[src/rtl/core/plp_pkg.sv]
// plp_pkg: shared constants, codes and control/status structs for the positional list unit
// depends on nothing; used by plp_ctrl, plp_dp and the top level
package plp_pkg;

  localparam int DEPTH  = 256;
  localparam int WORD_W = 32;
  localparam int CMD_W  = 2;
  localparam int POS_W  = 9;
  localparam int STAT_W = 2;
  localparam int LEN_W  = 9;
  localparam int AW     = (DEPTH > 1) ? $clog2(DEPTH) : 1;
  localparam int CW     = $clog2(DEPTH + 1);
  localparam int CMP_W  = ((CW > POS_W) ? CW : POS_W) + 1;

  localparam logic [CMD_W-1:0] CMD_INSERT = 2'd0;
  localparam logic [CMD_W-1:0] CMD_DELETE = 2'd1;
  localparam logic [CMD_W-1:0] CMD_READ   = 2'd2;

  localparam logic [STAT_W-1:0] ST_OK     = 2'd0;
  localparam logic [STAT_W-1:0] ST_FULL   = 2'd1;
  localparam logic [STAT_W-1:0] ST_BADPOS = 2'd2;

  typedef struct packed {
    logic load;
    logic check;
    logic shift_init;
    logic shift_step;
    logic commit;
    logic read;
    logic emit;
  } ctl_t;

  typedef struct packed {
    logic ins_ok;
    logic del_ok;
    logic rd_ok;
    logic shift_done;
    logic out_free;
  } sts_t;

endpackage

[src/rtl/core/plp_ctrl.sv]
// plp_ctrl: sequencing state machine of the positional list unit
// depends on plp_pkg; drives plp_dp through ctl_t, watches sts_t
module plp_ctrl (
  input  logic          clk,
  input  logic          rst_n,
  input  logic          in_valid,
  output logic          in_ready,
  input  plp_pkg::sts_t sts,
  output plp_pkg::ctl_t ctl
);

  localparam logic [2:0] S_IDLE   = 3'd0;
  localparam logic [2:0] S_CHECK  = 3'd1;
  localparam logic [2:0] S_SHIFT  = 3'd2;
  localparam logic [2:0] S_COMMIT = 3'd3;
  localparam logic [2:0] S_READ   = 3'd4;
  localparam logic [2:0] S_RESULT = 3'd5;

  logic [2:0] state_r, state_nxt;

  always_comb begin
    state_nxt = state_r;
    ctl       = '0;
    case (state_r)
      S_IDLE: begin
        if (in_valid) begin
          ctl.load  = 1'b1;
          state_nxt = S_CHECK;
        end
      end
      S_CHECK: begin
        ctl.check = 1'b1;
        if (sts.ins_ok || sts.del_ok) begin
          ctl.shift_init = 1'b1;
          state_nxt      = S_SHIFT;
        end else if (sts.rd_ok) begin
          state_nxt = S_READ;
        end else begin
          state_nxt = S_RESULT;
        end
      end
      S_SHIFT: begin
        ctl.shift_step = 1'b1;
        if (sts.shift_done) begin
          state_nxt = S_COMMIT;
        end
      end
      S_COMMIT: begin
        ctl.commit = 1'b1;
        state_nxt  = S_RESULT;
      end
      S_READ: begin
        ctl.read  = 1'b1;
        state_nxt = S_RESULT;
      end
      S_RESULT: begin
        if (sts.out_free) begin
          ctl.emit  = 1'b1;
          state_nxt = S_IDLE;
        end
      end
      default: begin
        state_nxt = S_IDLE;
      end
    endcase
  end

  always_ff @(posedge clk) begin
    if (!rst_n) begin
      state_r <= S_IDLE;
    end else begin
      state_r <= state_nxt;
    end
  end

  assign in_ready = (state_r == S_IDLE);

endmodule

[config.mk]
export PLATFORM = sky130hd
export DESIGN_NAME = plp_ctrl
export DESIGN_NICKNAME = d
export VERILOG_FILES = /design/src/rtl/core/plp_pkg.sv /design/src/rtl/core/plp_ctrl.sv
export SDC_FILE = /design/constraint.sdc
export NUM_CORES = 1
export LEC_CHECK = 0
export CAP_MARGIN = 20
export CORE_AREA = 2 2 39 41
export DETAILED_ROUTE_END_ITERATION = 16
export DIE_AREA = 0 0 41 43
export DONT_BUFFER_PORTS = 1
export HOLD_SLACK_MARGIN = 0.05
export SLEW_MARGIN = 20
export SYNTH_ARGS = -nofsm -noshare
export SYNTH_HDL_FRONTEND = slang
export SYNTH_SLANG_ARGS = --single-unit
[constraint.sdc]
create_clock -name clk -period 1.7 [get_ports clk]
set_clock_uncertainty 0.2 [all_clocks]
set_input_delay 0.255 -clock clk [delete_from_list [all_inputs] [get_ports clk]]
set_output_delay 0.255 -clock clk [all_outputs]
set_load 0.005 [all_outputs]
Yosys cells after proc, flatten, opt, wreduce, memory -nomap -nowiden:

Cells that the tools add are included.

* output and inout bits: 8
* input port bits: 8
* flip-flop bits (word level): 3
* logic and storage cells: 28

* reductions and logical operators: 4
* equality and inequality tests: 8
* muxes and demuxes: 15

Operators by type and width (number)
* $pmux W3 S5: 1
* $mux W3: 4
* $mux W1: 9
* $eq A3 B2 Y1 const B: 2
* $eq A3 B3 Y1 const B: 2
* $ne A2 B2 Y1 const B: 3
* $eq A3 B1 Y1 const B: 1
* $logic_not A3 Y1: 1
* $reduce_and A3 Y1: 1
* $mux W2: 1
* $reduce_or A2 Y1: 1
* $logic_or A1 B1 Y1: 1

Longest topological paths before layout:

Gate-level depths: netlist of run 1.

* depth in word-level cells: 3
* gate-level depth with buffers: 4

Least setup slack after synthesis of run 1:

No wires, ideal clock.

* path type: reg2reg
* from: register state_r[1]
* to: register state_r[2]
* required time: 1.378 ns
* library setup time: 0.122 ns
* data arrival time: 0.990 ns
* slack: 0.388 ns
* cell stages (with the launch flop): 5
* period minus slack after synthesis: 1.312 ns
* cell sequence: dfxtp_1 -> buf_4 -> nor2_1 -> and2_2 -> o311a_1

* longest elaborated chain between the ends: 3
* elaborated cells between the ends (all ways): 12

Ends and longest elaborated chain
* from (decl): line plp_ctrl.sv:19 `logic [2:0] state_r, state_nxt;`
* from (signal assigned): line plp_ctrl.sv:72 `state_r <= state_nxt;`
* $eq A3 B3 Y1, or another cell as far along: line plp_ctrl.sv:24 `case (state_r)`
* $reduce_or A2 Y1 (no line) or $ne A2 B2 Y1 (tied branches)
* $pmux W3 S5 or $reduce_and A3 Y1 (tied branches)

Parallel ways exist; a longest one is shown, timed or not.
A chain may end at the register's enable or synchronous reset.

==> results of run 1 <==
cells in the final DEF, fill, tap and decap left out:
cell type	Yosys	layout
clkbuf_4	0	3
o311a_1	2	2
nor4_1	1	1
o21ba_1	1	1
inv_1	2	2
nor2_1	4	4
nor3b_2	1	1
nand2b_1	1	1
a21oi_1	2	2
dlygate4sd3_1	0	1
and4bb_1	1	1
and4_2	1	1
and2_2	1	1
dfxtp_1	3	3
clkbuf_1	0	1
nor3_1	2	2
o21a_1	1	1
or3_1	1	1
and2_1	1	1
worst max path at each step:
stage          slack, ns                     from                      end
3_5_place_dp        0.28  state_r[1]$_SDFFE_PN0P_  state_r[2]$_SDFFE_PN0P_
2_1_floorplan       0.39  state_r[1]$_SDFFE_PN0P_  state_r[2]$_SDFFE_PN0P_
3_3_place_gp        0.30  state_r[1]$_SDFFE_PN0P_  state_r[2]$_SDFFE_PN0P_
5_1_grt             0.06  state_r[2]$_SDFFE_PN0P_                   ctl[4]
6_report            0.13  state_r[2]$_SDFFE_PN0P_                   ctl[4]
4_1_cts              0.1  state_r[2]$_SDFFE_PN0P_                   ctl[4]
report_power, final:
| group | internal, mW | switching, mW | total, mW | leakage [nW] |
|---|---|---|---|---|
| Sequential | 0.0821 | 0.0203 | 0.102 | 0.0246 |
| Combinational | 0.0356 | 0.0410 | 0.0766 | 0.0802 |
| Clock | 0.0878 | 0.0339 | 0.122 | 0.0150 |
| Total | 0.205 | 0.0952 | 0.301 | 0.120 |
area by class of cell:
cell class / count / area (µm²)
fill: 160 / 1120
sequential: 3 / 60.06
multi-input combinational: 20 / 140.1
timing repair buffer: 1 / 10.01
inverter: 2 / 7.507
clock buffer: 4 / 26.28
tap: 16 / 20.02
per-stage QoR:
stage                     instances  power, mW  instance area, µm²  setup WS (ns)
final                            46     0.3006               264.0         0.1319
after floorplan                  26     0.1681               215.2         0.3883
after global placement           41     0.1779               227.7         0.2977
after detailed placement         41     0.1803               227.7         0.2806
after CTS                        46     0.3101               264.0        0.09945
after global routing             46     0.3215               264.0        0.05700
layer usage:
layer | global-route usage (%) | part of all wire [%] | wire [µm] | up-vias
met2 | 10.94 | 48 | 257 | 8
met5 | 0 | 0 | 0 | -
met3 | 6.283 | 14 | 74 | 0
met1 | 5.449 | 38 | 207 | 91
li1 | - | - | - | 106
met4 | 4.000 | 0 | 0 | 0
critical path: stages, from the launching register on:
cell      delay [ns]
dfxtp_1         0.36
nand2b_1        0.21
nor3_1          0.31
what timing repair did:
| item | in CTS | in global routing |
|---|---|---|
| hold endpoints to repair | 3 | 0 |
| setup endpoints to repair | 0 | 0 |
| hold buffers | 1 | 0 |
logic make-up after synthesis:
| kind of cell | count (synthesis) |
|---|---|
| AND/OR/NAND/NOR | 14 |
| AO/OA/AOI/OAI | 6 |
| flip-flops | 3 |
| buffers and inverters | 3 |
==> impl_metrics.env, run 1 <==
export IMPL_status="complete, no violations"
export IMPL_drcViolationCount=0
export IMPL_cts_sinks=3
export IMPL_ir_drop_mv=0.3030
export IMPL_clock_path_buffers=2
export IMPL_cp_end_kind="output port"
export IMPL_ff2ff_path_depth=3
export IMPL_wl_per_cell_um=11.72
export IMPL_port_buffer_count=0
export IMPL_max_freq_mhz=637.7
export IMPL_r2r_start="state_r[1]$_SDFFE_PN0P_"
export IMPL_antenna_found_initial=0
export IMPL_reg_largest_list="state_r: 3 flops"
export IMPL_startpoint_type="flip-flop"
export IMPL_synth_simple_area_share_pct=43.02
export IMPL_drtAntennaViolNets=0
export IMPL_final_core_util_pct=19.08
export IMPL_grt_max_degree=10
export IMPL_maxCapViolations=0
export IMPL_ys_top_cells_by_area="dfxtp_1 28%, o311a_1 9.3%, nor2_1 7.0%"
export IMPL_yosysUniqueCellTypes=17
export IMPL_fin_setup_tns_ns=0
export IMPL_dr_first_iter_drc_count=3
export IMPL_syn_to_final_growth_pct=22.67
export IMPL_critPathMaxFanout=8
export IMPL_min_delay_start="sts[1]"
export IMPL_grt_ovfl_total=0
export IMPL_wirelength_um=539
export IMPL_fin_nets=39
export IMPL_powerDensity_nw_per_um2=1139
export IMPL_synth_edff_count=0
export IMPL_syn_inst=26
export IMPL_vias=205
export IMPL_clk_insertion_delay_late_ns=0.23
export IMPL_cts_buffers=3
export IMPL_final_layout_size_suffix_gt1_share_pct=20.00
export IMPL_top_register="state_r"
export IMPL_rsz0062_at_grt="false"
export IMPL_ys_ff_latch=3
export IMPL_hold_viol=0
export IMPL_place_gp_congestion=0.6824
export IMPL_synth_top_cell_by_area="dfxtp_1"
export IMPL_critPathArrivalTime_ns=1.11
export IMPL_min_period_over_period_pct=92.24
export IMPL_hold_end="state_r[2]$_SDFFE_PN0P_"
export IMPL_slew_violations=0
export IMPL_min_path_cells=3
export IMPL_postCtsSetupBuffers=0
export IMPL_max_slew_worst_pin_slew_ns=0.3199
export IMPL_synthMuxAreaShare_pct=0
export IMPL_coreArea_um2=1384
export IMPL_synth_warnings=0
export IMPL_avgViaCountPerCell=4.457
export IMPL_ys_flop_type="dfxtp_1"
export IMPL_worst_setup_path_type="reg -> out"
export IMPL_holdWs_ns=0.1099
export IMPL_synth_compound_area_share_pct=22.09
export IMPL_hold_path_class="in -> reg"
export IMPL_syn_nets=34
export IMPL_yosysMostFrequentCell="nor2_1"
export IMPL_dieArea_um2=1763
export IMPL_synth_top_family_by_area="simple AND/OR/NAND/NOR gates"
export IMPL_fin_crit_ns=1.568
export IMPL_fp_dieH_um=43
export IMPL_synth_xor_area_share_pct=0
export IMPL_grt_pass1_vias=193
export IMPL_slew_headroom_pct=78.51
export IMPL_firstDrtPassIters=2
export IMPL_grt_pass1_wl_um=786
export IMPL_reg2reg_to="state_r[2]$_SDFFE_PN0P_"
export IMPL_async_flop_share_pct=0
export IMPL_die_width_um=41
export IMPL_cp_required_ns=1.24
export IMPL_rows=14
export IMPL_htreeDepth=1
export IMPL_clk_pin_slew_ns=0.03
export IMPL_largest_register_ffs=3
export IMPL_syn_avg_cell_area_um2=8.277
export IMPL_synthAdderAreaFrac_pct=0
export IMPL_antenna_cells=0
export IMPL_synth_common_cells="4 x nor2_1, 3 x dfxtp_1"
export IMPL_cts_tree="done"
export IMPL_cts_root_buffer="clkbuf_4"
export IMPL_r2r_setup_slack_ns=0.28
export IMPL_syn_area_um2=215.2
export IMPL_seq_area_frac_synth_pct=27.91
export IMPL_post_cts_resized=0
export IMPL_setup_violations=0
export IMPL_io_pin_count=16
export IMPL_start_util_pct=15.55
export IMPL_p_leak_nw=0.1198
export IMPL_track_usage_pct=7.021
export IMPL_netlist_area_leader_share_pct=27.91
Power figures use the tool's default switching activity.
==> run 2, diff against run 1 <==
--- a/config.mk
+++ b/config.mk
@@ -11,6 +11,7 @@
 export DIE_AREA = 0 0 41 43
 export DONT_BUFFER_PORTS = 1
 export HOLD_SLACK_MARGIN = 0.05
+export MAX_ROUTING_LAYER = met4
 export SLEW_MARGIN = 20
 export SYNTH_ARGS = -nofsm -noshare
 export SYNTH_HDL_FRONTEND = slang
==> impl_metrics.env, run 2 (same netlist as run 1, synthesis figures left out) <==
export IMPL_nFillCells=160
export IMPL_rsz0062_at_grt="false"
export IMPL_coreArea_um2=1384
export IMPL_cts_sinks=3
export IMPL_setup_violations=0
export IMPL_fp_dieH_um=43
export IMPL_min_delay_start="sts[1]"
export IMPL_reg_largest_list="state_r: 3 flops"
export IMPL_min_period_over_period_pct=92.55
export IMPL_hold_viol=0
export IMPL_critPathLaunch="state_r[2]$_SDFFE_PN0P_"
export IMPL_wl_per_cell_um=11.70
export IMPL_p_sw_mw=0.09601
export IMPL_postCtsSetupBuffers=0
export IMPL_hold_buffers=1
export IMPL_ff2ff_path_depth=3
export IMPL_drtAntennaViolNets=0
export IMPL_rows=14
export IMPL_hold_path_class="in -> reg"
export IMPL_maxCapViolations=0
export IMPL_reg2reg_to="state_r[2]$_SDFFE_PN0P_"
export IMPL_antenna_cells=0
export IMPL_firstDrtPassIters=2
export IMPL_powerDensity_nw_per_um2=1142
export IMPL_holdWs_ns=0.1099
export IMPL_dieArea_um2=1763
export IMPL_startpoint_type="flip-flop"
export IMPL_switching_share_pct=31.85
export IMPL_io_pin_count=16
export IMPL_worst_setup_path_type="reg -> out"
export IMPL_p_int_mw=0.2055
export IMPL_max_freq_mhz=635.6
export IMPL_p_seq_share_pct=34.1
export IMPL_mostFrequentLayoutCell="nor2_1"
export IMPL_grt_ovfl_total=0
export IMPL_cp_cell_sequence="nand2b_1, nor3_1"
export IMPL_htreeDepth=1
export IMPL_dpl_instance_area_um2=227.7
export IMPL_dr_first_iter_drc_count=3
export IMPL_p_leak_nw=0.1198
export IMPL_status="complete, no violations"
export IMPL_pwr_share_clk_pct=40.6
export IMPL_avgViaCountPerCell=4.478
export IMPL_start_util_pct=15.55
export IMPL_cp_required_ns=1.24
export IMPL_clock_path_buffers=2
export IMPL_cts_root_buffer="clkbuf_4"
export IMPL_antenna_found_initial=0
export IMPL_critPathArrivalTime_ns=1.12
export IMPL_slew_headroom_pct=78.51
export IMPL_r2r_setup_slack_ns=0.28
export IMPL_critical_path_top_delay_family="simple AND/OR/NAND/NOR gates"
export IMPL_grt_max_degree=10
export IMPL_largest_register_ffs=3
export IMPL_cts_buffers=3
export IMPL_critPathMaxFanout=8
export IMPL_place_gp_congestion=0.6894
export IMPL_cts_tree="done"
export IMPL_fin_area_um2=264.0
export IMPL_max_stage_delay_ns=0.37
export IMPL_clk_pin_slew_ns=0.03
export IMPL_setup_worst_path_end="ctl[4]"
export IMPL_slew_violations=0
export IMPL_fin_setup_tns_ns=0
export IMPL_place_ws_ns=0.2806
export IMPL_track_usage_pct=7.194
export IMPL_fin_nets=39
export IMPL_r2r_start="state_r[1]$_SDFFE_PN0P_"
export IMPL_ir_drop_mv=0.3002
export IMPL_fin_ws_ns=0.1267
export IMPL_critPathBufInv=0
export IMPL_die_width_um=41
export IMPL_grt_pass1_vias=192
export IMPL_crit_path_top_delay_cell="dfxtp_1"
export IMPL_clk_insertion_delay_late_ns=0.23
export IMPL_vias=206
export IMPL_fin_crit_ns=1.573
export IMPL_drcViolationCount=0
export IMPL_grt_pass1_wl_um=786
export IMPL_final_cell_mix="4 x nor2_1, 3 x clkbuf_4, 3 x dfxtp_1"
export IMPL_post_cts_resized=0
export IMPL_critical_path_depth=2
export IMPL_max_slew_worst_pin_slew_ns=0.3199
export IMPL_port_buffer_count=0
export IMPL_combinationalPowerShare_pct=25.4
export IMPL_syn_to_final_growth_pct=22.67
export IMPL_final_layout_size_suffix_gt1_share_pct=20.00
export IMPL_top_register="state_r"
export IMPL_cp_end_kind="output port"
export IMPL_wirelength_um=538
[run 2: cell counts in the layout (fill, tap and decap cells not counted)]
No cell type changed its count.
[run 2: power groups by stage]
stage | sequential (mW) | combinational [mW] | clock [mW]
2_1_floorplan | 0.0933 | 0.0748 | 0
3_3_place_gp | 0.103 | 0.0746 | 0
3_5_place_dp | 0.103 | 0.0769 | 0
4_1_cts | 0.102 | 0.0795 | 0.128
5_1_grt | 0.105 | 0.0867 | 0.130
6_report | 0.103 | 0.0766 | 0.122
[run 2: per-stage QoR]
stage	utilization (%)	cells	total power [mW]
2_1_floorplan	-	26	0.1681
3_3_place_gp	16.46	41	0.1779
3_5_place_dp	16.46	41	0.1803
4_1_cts	19.08	46	0.3101
5_1_grt	19.08	46	0.3215
6_report	19.08	46	0.3015
[run 2: area by class of cell]
cell class                      instances  area, µm²  area share, %
Clock buffer                            4      26.28          9.953
Inverter                                2      7.507          2.844
Multi-Input combinational cell         20      140.1          53.08
Sequential cell                         3      60.06          22.75
Tap cell                               16      20.02          7.583
Timing Repair Buffer                    1      10.01          3.791
[run 2: routing by layer]
layer | global-route usage, % | up-vias | share of wire, % | wire length, µm
li1 | - | 105 | - | -
met1 | 5.449 | 89 | 37 | 198
met2 | 10.94 | 10 | 45 | 244
met3 | 6.283 | 2 | 15 | 83
met4 | 4.000 | 0 | 2.0 | 11
met5 | - | - | 0 | 0
[run 2: worst min path at each step]
| stage | depth (start not counted) | slack (ns) | endpoint |
|---|---|---|---|
| floorplan | 1 | 0.17 | state_r[1]$_SDFFE_PN0P_ |
| global placement | 1 | 0.18 | state_r[1]$_SDFFE_PN0P_ |
| detailed placement | 1 | 0.18 | state_r[1]$_SDFFE_PN0P_ |
| CTS | 3 | 0.12 | state_r[2]$_SDFFE_PN0P_ |
| global route | 3 | 0.14 | state_r[0]$_SDFFE_PN0P_ |
| finish | 3 | 0.11 | state_r[2]$_SDFFE_PN0P_ |
[run 2: tightest hold or removal path: cells and delay by family]
family | cells | cell delay [ns]
AOI/OAI and AO/OA | 2 | 0.19
buffers and inverters | 1 | 0.04
==> run 3, diff against run 2 <==
--- a/config.mk
+++ b/config.mk
@@ -5,6 +5,7 @@
 export SDC_FILE = /design/constraint.sdc
 export NUM_CORES = 1
 export LEC_CHECK = 0
+export ABC_AREA = 1
 export CAP_MARGIN = 20
 export CORE_AREA = 2 2 39 41
 export DETAILED_ROUTE_END_ITERATION = 16
@@ -12,6 +13,7 @@
 export DONT_BUFFER_PORTS = 1
 export HOLD_SLACK_MARGIN = 0.05
 export MAX_ROUTING_LAYER = met4
+export REMOVE_ABC_BUFFERS = 1
 export SLEW_MARGIN = 20
 export SYNTH_ARGS = -nofsm -noshare
 export SYNTH_HDL_FRONTEND = slang
==> impl_metrics.env, run 3 <==
export IMPL_r2r_setup_slack_ns=0.50
export IMPL_critPathMaxFanout=7
export IMPL_max_slew_worst_pin_slew_ns=0.3226
export IMPL_antenna_cells=0
export IMPL_cp_required_ns=1.24
export IMPL_reg_largest_list="state_r: 3 flops"
export IMPL_place_gp_congestion=0.7396
export IMPL_io_pin_count=16
export IMPL_track_usage_pct=8.941
export IMPL_start_util_pct=17.27
export IMPL_rows=14
export IMPL_p_int_mw=0.2196
export IMPL_r2r_start="state_r[1]$_SDFFE_PN0P_"
export IMPL_ys_flop_type="dfxtp_1"
export IMPL_dp_cells=58
export IMPL_synth_common_cells="12 x nand2_1, 6 x inv_1, 4 x inv_2, 4 x nor2_1"
export IMPL_top_register="state_r"
export IMPL_ff2ff_path_depth=7
export IMPL_die_width_um=41
export IMPL_ys_top_cells_by_area="dfxtp_1 25%, nand2_1 19%, inv_1 9.4%"
export IMPL_min_period_over_period_pct=90.31
export IMPL_syn_inst=42
export IMPL_postCtsSetupBuffers=0
export IMPL_max_freq_mhz=651.4
export IMPL_max_stage_delay_ns=0.43
export IMPL_ys_ff_latch=3
export IMPL_reg2reg_to="state_r[0]$_SDFFE_PN0P_"
export IMPL_drtAntennaViolNets=0
export IMPL_hpwl_um=484.6
export IMPL_status="complete, no violations"
export IMPL_vias=273
export IMPL_async_flop_share_pct=0
export IMPL_post_cts_resized=0
export IMPL_largest_register_ffs=3
export IMPL_clock_path_buffers=2
export IMPL_p_seq_share_pct=29.1
export IMPL_rsz0062_at_grt="false"
export IMPL_hold_viol=0
export IMPL_port_buffer_count=0
export IMPL_netlist_area_leader_share_pct=25.13
export IMPL_crit_path_top_delay_cell="dfxtp_1"
export IMPL_fin_crit_ns=1.535
export IMPL_antenna_found_initial=0
export IMPL_critPathBufInv=1
export IMPL_grt_pass1_wl_um=979
export IMPL_firstDrtPassIters=2
export IMPL_critPathLaunch="state_r[2]$_SDFFE_PN0P_"
export IMPL_htreeDepth=1
export IMPL_hold_path_class="in -> reg"
export IMPL_dieArea_um2=1763
export IMPL_setup_violations=0
export IMPL_yosysUniqueCellTypes=14
export IMPL_powerDensity_nw_per_um2=1243
export IMPL_dr_first_iter_drc_count=7
export IMPL_critical_path_depth=2
export IMPL_fp_dieH_um=43
export IMPL_worst_setup_path_type="reg -> out"
export IMPL_maxCapViolations=0
export IMPL_synth_warnings=0
export IMPL_grt_pass1_vias=247
export IMPL_fin_setup_tns_ns=0
export IMPL_cts_tree="done"
export IMPL_drcViolationCount=0
export IMPL_wirelength_um=563
export IMPL_p_sw_mw=0.1475
export IMPL_combinationalPowerShare_pct=37.1
export IMPL_cts_root_buffer="clkbuf_4"
export IMPL_avgViaCountPerCell=4.333
export IMPL_syn_area_um2=239.0
export IMPL_seq_area_frac_synth_pct=25.13
export IMPL_critical_path_top_delay_family="flip-flops"
export IMPL_clk_pin_slew_ns=0.04
export IMPL_slew_headroom_pct=78.29
export IMPL_grt_max_degree=8
export IMPL_slew_violations=0
export IMPL_coreArea_um2=1384
export IMPL_final_core_util_pct=21.34
export IMPL_fin_nets=56
export IMPL_setup_worst_path_end="ctl[0]"
export IMPL_ir_drop_mv=0.4021
export IMPL_clk_insertion_delay_late_ns=0.23
export IMPL_syn_avg_cell_area_um2=5.690
export IMPL_cts_buffers=3
export IMPL_syn_to_final_growth_pct=23.56
export IMPL_switching_share_pct=40.17
export IMPL_mostFrequentLayoutCell="nand2_1"
export IMPL_pwr_share_clk_pct=33.8
export IMPL_cts_sinks=3
export IMPL_grt_ovfl_total=0
export IMPL_final_cell_mix="12 x nand2_1, 6 x inv_1, 4 x inv_2, 4 x nor2_1"
export IMPL_p_leak_nw=0.1635
export IMPL_cp_cell_sequence="inv_2, nor4_1"
export IMPL_synth_edff_count=0
export IMPL_cp_end_kind="output port"
export IMPL_synth_top_cell_by_area="dfxtp_1"
export IMPL_critPathArrivalTime_ns=1.08
export IMPL_startpoint_type="flip-flop"
export IMPL_final_layout_size_suffix_gt1_share_pct=25.53
export IMPL_instances_no_fill=63
export IMPL_wl_per_cell_um=8.937
export IMPL_yosysMostFrequentCell="nand2_1"
run 3: cell count changes in the layout (fill, tap and decap cells not counted), moves of 2 or more:
| cell | change |
|---|---|
| nand2_1 | +12 |
| nor2_2 | +3 |
| inv_1 | +4 |
| a21oi_1 | -2 |
| inv_2 | +4 |
| o311a_1 | -2 |
| nand3_1 | +3 |
run 3: cells by family after synthesis:
kind of cell | synth area share (%)
AND/OR/NAND/NOR | 53.93
flip-flops | 25.13
buffers and inverters | 15.70
AO/OA/AOI/OAI | 5.235
run 3: cell type report:
type / count / area, µm²
sequential: 3 / 60.06
inverter: 10 / 37.54
fill: 169 / 1089
timing repair buffer: 1 / 10.01
clock buffer: 4 / 26.28
multi-input combinational: 29 / 141.4
tap: 16 / 20.02
run 3: routing by layer:
layer  vias to the layer above  wire, µm  track usage (%)
li1                        139         -                -
met1                       122       204            8.654
met2                        12       273            11.25
met3                         0        85            7.853
met4                         0         0            6.000
met5                         -         0                -
run 3: worst min path at each step:
stage,end,cells past startpoint,from,slack [ns]
finish,state_r[2]$_SDFFE_PN0P_,5,sts[4],0.08
global route,state_r[2]$_SDFFE_PN0P_,5,sts[4],0.13
CTS,state_r[2]$_SDFFE_PN0P_,5,sts[4],0.08
detailed placement,state_r[2]$_SDFFE_PN0P_,2,rst_n,0.16
global placement,state_r[2]$_SDFFE_PN0P_,2,rst_n,0.16
floorplan,state_r[0]$_SDFFE_PN0P_,2,rst_n,0.15
run 3: worst reg2reg max path: stages, from the launching register on:
cell     delay (ns)
dfxtp_1        0.35
nor2_2         0.16
inv_2          0.06
nand2_1        0.07
nand2_1        0.06
o21ai_1        0.14
nand2_1        0.06
inv_1          0.04
run 3: stage by stage:
step	area (µm²)	total power [mW]	setup WS, ns	hold slack (ns)
floorplan	239.0	0.2175	0.4813	0.1526
global placement	259.0	0.2445	0.4145	0.1560
detailed placement	259.0	0.2441	0.4041	0.1573
CTS	295.3	0.3797	0.1417	0.07684
global route	295.3	0.4102	0.03720	0.1321
finish	295.3	0.3671	0.1647	0.08413
run 3: power by group through the flow:
stage	Combinational, mW	Clock, mW	Sequential (mW)
after global routing	0.161	0.138	0.112
after global placement	0.137	0	0.108
after CTS	0.139	0.133	0.107
after floorplan	0.113	0	0.105
after detailed placement	0.136	0	0.108
final	0.136	0.124	0.107
run 3: timing repair:
item,CTS,global route
hold endpoints to repair,3,0
endpoints found under the setup margin,0,0
hold buffers,1,0
